<file path="src/imusc_pkg.sv">
`timescale 1ns / 1ps
`default_nettype none

package imusc_pkg;

    // Item kinds carried in the input tuser
    typedef enum logic [1:0] {
        ACT_PROCESS  = 2'd0,
        ACT_CALIB    = 2'd1,
        ACT_LOAD     = 2'd2,
        ACT_RESERVED = 2'd3
    } t_action;

    // Configuration register indexes
    localparam int CFG_AW = 3;
    localparam logic [CFG_AW-1:0] CFG_ACCEL_BIAS_X = 3'd0;
    localparam logic [CFG_AW-1:0] CFG_ACCEL_BIAS_Y = 3'd1;
    localparam logic [CFG_AW-1:0] CFG_ACCEL_BIAS_Z = 3'd2;
    localparam logic [CFG_AW-1:0] CFG_MAG_BIAS_X   = 3'd3;
    localparam logic [CFG_AW-1:0] CFG_MAG_BIAS_Y   = 3'd4;
    localparam logic [CFG_AW-1:0] CFG_MAG_BIAS_Z   = 3'd5;

    localparam int NUM_AXES = 3;
    localparam int SAMPLE_W = 32;

    // Filter and calibration coefficients at 30 fraction bits
    localparam longint B0_Q30 = 64'sd2071735500;
    localparam longint B1_Q30 = -64'sd1000494913;
    localparam longint B2_Q30 = 64'sd2501237;
    localparam longint K_Q30  = 64'sd322123;

    // Round a Q2.30 coefficient to frac fraction bits, half away from zero
    function automatic longint coef_round(input longint c30, input int frac);
        longint m;
        int     s;
        s = 30 - frac;
        m = (c30 < 0) ? -c30 : c30;
        if (s > 0) begin
            m = (m + (longint'(1) <<< (s - 1))) >>> s;
        end
        return (c30 < 0) ? -m : m;
    endfunction

    // Per-lane control for one transfer
    typedef struct packed {
        logic    take;
        t_action action;
        logic    primed;
    } t_lane_ctrl;

    // One axis worth of result fields
    typedef struct packed {
        logic [SAMPLE_W-1:0] bias;
        logic [SAMPLE_W-1:0] mag;
        logic [SAMPLE_W-1:0] accel;
        logic [SAMPLE_W-1:0] gyro;
    } t_lane_res;

endpackage

`default_nettype wire

</file>
<file path="src/imusc_merge.sv">
`timescale 1ns / 1ps
`default_nettype none

module imusc_merge
    import imusc_pkg::*;
(
    input  wire logic                         i_clk,
    input  wire logic                         i_rst_n,
    input  wire logic                         i_take,
    input  wire t_lane_res                    i_res [NUM_AXES],
    input  wire logic                         i_m_axis_tready,
    output logic                              o_m_axis_tvalid,
    output logic [4*NUM_AXES*SAMPLE_W-1:0]    o_m_axis_tdata,
    output logic                              o_ready
);

    localparam int GROUP_W = NUM_AXES * SAMPLE_W;

    logic                     r_valid, n_valid;
    logic [4*GROUP_W-1:0]     r_data,  n_data;

    assign o_ready = !r_valid || i_m_axis_tready;

    // Gather the lanes: gyro x..z, accel x..z, mag x..z, bias x..z
    always_comb begin
        n_data = r_data;
        if (i_take) begin
            for (int k = 0; k < NUM_AXES; k++) begin
                n_data[0*GROUP_W + k*SAMPLE_W +: SAMPLE_W] = i_res[k].gyro;
                n_data[1*GROUP_W + k*SAMPLE_W +: SAMPLE_W] = i_res[k].accel;
                n_data[2*GROUP_W + k*SAMPLE_W +: SAMPLE_W] = i_res[k].mag;
                n_data[3*GROUP_W + k*SAMPLE_W +: SAMPLE_W] = i_res[k].bias;
            end
        end
    end

    assign n_valid = i_take || (r_valid && !i_m_axis_tready);

    always_ff @(posedge i_clk) begin
        if (!i_rst_n) begin
            r_valid <= 1'b0;
        end else begin
            r_valid <= n_valid;
        end
    end

    always_ff @(posedge i_clk) begin
        r_data <= n_data;
    end

    assign o_m_axis_tvalid = r_valid;
    assign o_m_axis_tdata  = r_data;

endmodule

`default_nettype wire

</file>
<file path="config.mk">
export PLATFORM = sky130hd
export DESIGN_NAME = imusc_merge
export DESIGN_NICKNAME = d
export VERILOG_FILES = /design/src/imusc_pkg.sv /design/src/imusc_merge.sv
export SDC_FILE = /design/constraint.sdc
export NUM_CORES = 1
export LEC_CHECK = 0
export BUFFER_PORTS_ARGS = -buffer_cell sky130_fd_sc_hd__buf_2
export CORE_AREA = 2 2 298 300
export DETAILED_ROUTE_END_ITERATION = 12
export DIE_AREA = 0 0 300 302
export SLEW_MARGIN = 20
export SYNTH_ARGS = -nofsm -noshare
export SYNTH_HDL_FRONTEND = slang
export SYNTH_SLANG_ARGS = --single-unit
</file>
<file path="constraint.sdc">
create_clock -name i_clk -period 0.8 [get_ports i_clk]
set_input_delay 0.04 -clock i_clk [delete_from_list [all_inputs] [get_ports i_clk]]
set_output_delay 0.04 -clock i_clk [all_outputs]
set_load 0.02 [all_outputs]
</file>
# After elaboration in Yosys (flattened, before gate mapping)
# Cells that the tools add are included.
dict set report totals {
  regBits 385
  elab_cells 7
  output_inout_bits 386
}
dict set report classes {
  reduce_logical 5
}
# operator count
set ops {}
lappend ops {{$logic_not 1->1} 2}
lappend ops {{$logic_or 1x1->1} 2}
lappend ops {{$logic_and 1x1->1} 1}

# Logic depth before layout (Yosys ltp)
dict set report logic_depth {
  ltp_word 3
  ltp_mapped 2
}

# Worst setup path after synthesis
# No wires, ideal clock.
dict set report synth_path {
  path_type {register to register}
  start {register r_valid (netlist: o_m_axis_tvalid)}
  end {register r_valid (netlist: o_m_axis_tvalid)}
  t_arrival_ns 0.708
  n_path_buf 0
  setup_slack_ns 0.026
  path_stages_with_launch 3
  t_required_ns 0.734
  cell_sequence {dfxtp_1 -> nand2b_4 -> a21boi_2}
}
dict set report synth_via {
  elab_chain_cells 2
}
# element line
set synth_rtl {}
lappend synth_rtl {{start: declaration} imusc_merge.sv:19} ;# logic r_valid, n_valid;
lappend synth_rtl {{start signal: assignment} imusc_merge.sv:43} ;# r_valid <= n_valid;
lappend synth_rtl {{$logic_and 1x1->1} imusc_merge.sv:37} ;# assign n_valid = i_take || (r_valid && !i_m_axis_tready);
lappend synth_rtl {{$logic_or 1x1->1} imusc_merge.sv:37}
# No other way between the ends.
# A chain may end at the register's enable or synchronous reset.

# Worst setup path in the final report
dict set report layout_path {
  start {register r_data[357] (netlist: o_m_axis_tdata[357])}
  end {output port o_m_axis_tdata[357]}
}
# element line
set layout_rtl {}
lappend layout_rtl {{start: declaration} imusc_merge.sv:20} ;# logic [4*GROUP_W-1:0] r_data, n_data;
lappend layout_rtl {{start signal: assignment} imusc_merge.sv:48} ;# r_data <= n_data;
lappend layout_rtl {{end: declaration} imusc_merge.sv:13} ;# output logic [4*NUM_AXES*SAMPLE_W-1:0] o_m_axis_tdata,
# No word-level cell between the ends.

==> run metrics <==
status=finished with violations; failing checks=negative hold slack, negative setup slack; IO Count=774; Hold Vio Cnt, Final=1; Min-Delay Path Class=in2reg; die area=90600 um^2; Avg Cell Area, Syn=29.8 um^2; Post-Synth Adder-Cell Area=0; register bit total from synthesis=385; TritonCTS Buffers=41; Synth Area in Simple Gates=0.00119; Setup WS post-layout=-0.512 ns; yosys warns=0; Wirelength per Cell=16.5 um; Buf/Inv on CP=1; Fin Setup TNS=-142.98 ns; pwr dens=2120 nW/um^2; Setup Skew=0 ns; Yosys cell types=5; P_leak=0.0101 uW; share of the synthesized area in the top cell type=0.996; CTS tree=yes; post-synthesis cell area=11600 um^2; Finish-stage setup viols=419; post-DR vias/cell=3.22; crit-path max cell delay=0.51 ns; synth-to-layout area growth=114%; worst path cell trace=buf_6; final core utilization=0.283; core area=87600 um^2; fin crit period=1.31 ns; vias post-DR=9207; slew at the pin closest to its max-slew limit=0.557 ns; hpwl dp=30300 um; global-route wire length before repair=61300 um; met3 GRT Util=0.0355; Worst Path Required=0.76 ns; CP max-delay cell=edfxtp_1; period utilization=1.64; Worst Path Arrival=1.27 ns; Max Transition Viols Final=0; cell family with most CP delay=flip-flops; # fillers=8596; critical path class=reg2out; DR iter-0 viols=397; Clock transition at path regs=0.06 ns; Post-Syn Instances=388; DRC=0; clock buffer depth=3; commonest non-fill, non-tap cell in the layout=buf_2; GR Overflow Total=0; maximum vdd drop=1.88 mV; main combinational cell family by area after synthesis=simple AND/OR/NAND/NOR gates; GRT Overall Usage=0.0916; startpoint types=flip-flop; row count=109; largest net degree at the start of global routing=25; crit path max fanout=1; cell taking the most area after synthesis=edfxtp_1; Max-slew headroom=0.628; Seq/Total Area, Yosys=0.998; Synth Area in XOR/XNOR=0; met2 GRT Util=0.162; routability cong.=0.795; top cells by area, synth=edfxtp_1 (100%), dfxtp_1 (0.17%), nand2b_4 (0.12%); GRT met1 Usage=0.0949; Top Usage Layer GRT=met2; clk sinks=385; number of max-cap violations=0; clk_lat worst skew=0.56 ns; chip height=302 um; Root Driver=clkbuf_16; syn nets=776; number of global-route vias before repair=9979; CP Capture Type=output pin; first-pass detailed-route iteration total=6; final wirelength=47000 um; unrepaired setup endpoints after global routing=yes; mux cell area share after synthesis=0; f_max=762 MHz; PortBufs=773; CTS HTree Levels=2; most frequent cells in the layout=buf_2 (447), dlygate4sd3_1 (388), edfxtp_1 (384), buf_6 (325), buf_4 (49); Initial Utilization=0.132; Fin Hold WS=-0.0131 ns; Final ANT Viol Nets=0; Die W=300 um; antenna violations before repair=15; final net count=2039; layout cells sized above 1=0.530; compound-gate portion of the synthesized area=0.000972
-- kinds of logic (layout without fill, tap and decap cells) --
logic type      count (synthesis)  after routing
simple gates                    1              1
flops                         385            385
compound gates                  1              1
buf+inv                         1           1296
other cells                     0              7
-- repair_timing --
| item | CTS | global route |
|---|---|---|
| setup buffers | 1 | 1 |
| endpoints found under the hold margin | 439 | 26 |
| endpoints found under the setup margin | 386 | 771 |
| gates resized for setup | 315 | 341 |
| pin swaps | 0 | 1 |
| hold buffers | 387 | 3 |
-- power by group --
part	internal, uW	switching (uW)
logic	4620	4000
clock network	11200	7840
registers	24000	796
-- sequential cells by signal, indices dropped and copies added, names as in the netlist --
signal           flops
o_m_axis_tdata     384
o_m_axis_tvalid      1
-- worst paths after layout --
kind | start | depth (start not counted) | end | slack, ns
setup / recovery | o_m_axis_tdata[357]$_DFFE_PP_ | 1 | o_m_axis_tdata[357] | -0.51
hold reg to reg | o_m_axis_tvalid$_SDFF_PN0_ | 4 | o_m_axis_tvalid$_SDFF_PN0_ | 0.68
hold / removal | i_m_axis_tready | 5 | o_m_axis_tvalid$_SDFF_PN0_ | -0.01
setup reg to reg | o_m_axis_tvalid$_SDFF_PN0_ | 4 | o_m_axis_tvalid$_SDFF_PN0_ | -0.03
-- per-layer routing --
layer	wire (um)	share of wire
met2	24100	0.51
met3	4530	0.096
met4	1900	0.040
met5	13	0.00028
met1	16400	0.35
-- per-stage QoR --
stage	setup WS, ns	power (uW)	instances	area [um^2]
3_5_place_dp	-0.141	30300	2382	17400
4_1_cts	-0.543	51900	2845	23700
5_1_grt	-0.554	54200	2853	24700
3_3_place_gp	-0.130	30200	2382	17400
6_report	-0.512	52500	2855	24800
2_1_floorplan	0.0259	26900	388	11600
-- layout make-up --
type / instances / area (um^2) / area share
timing repair buffer: 1220 / 10400 / 0.418
tap: 1165 / 1460 / 0.0589
antenna: 7 / 17.5 / 0.000708
inverter: 1 / 3.75 / 0.000152
clock inverter: 20 / 216 / 0.00875
sequential: 385 / 11600 / 0.467
clock buffer: 55 / 1120 / 0.0453
multi-input combinational: 2 / 25.0 / 0.00101
-- synth_stat cells --
| cell type | n |
|---|---|
| a21boi_2 | 1 |
| dfxtp_1 | 1 |
| edfxtp_1 | 384 |
| inv_1 | 1 |
| nand2b_4 | 1 |
Note: power is estimated with default switching activity, not from simulation.
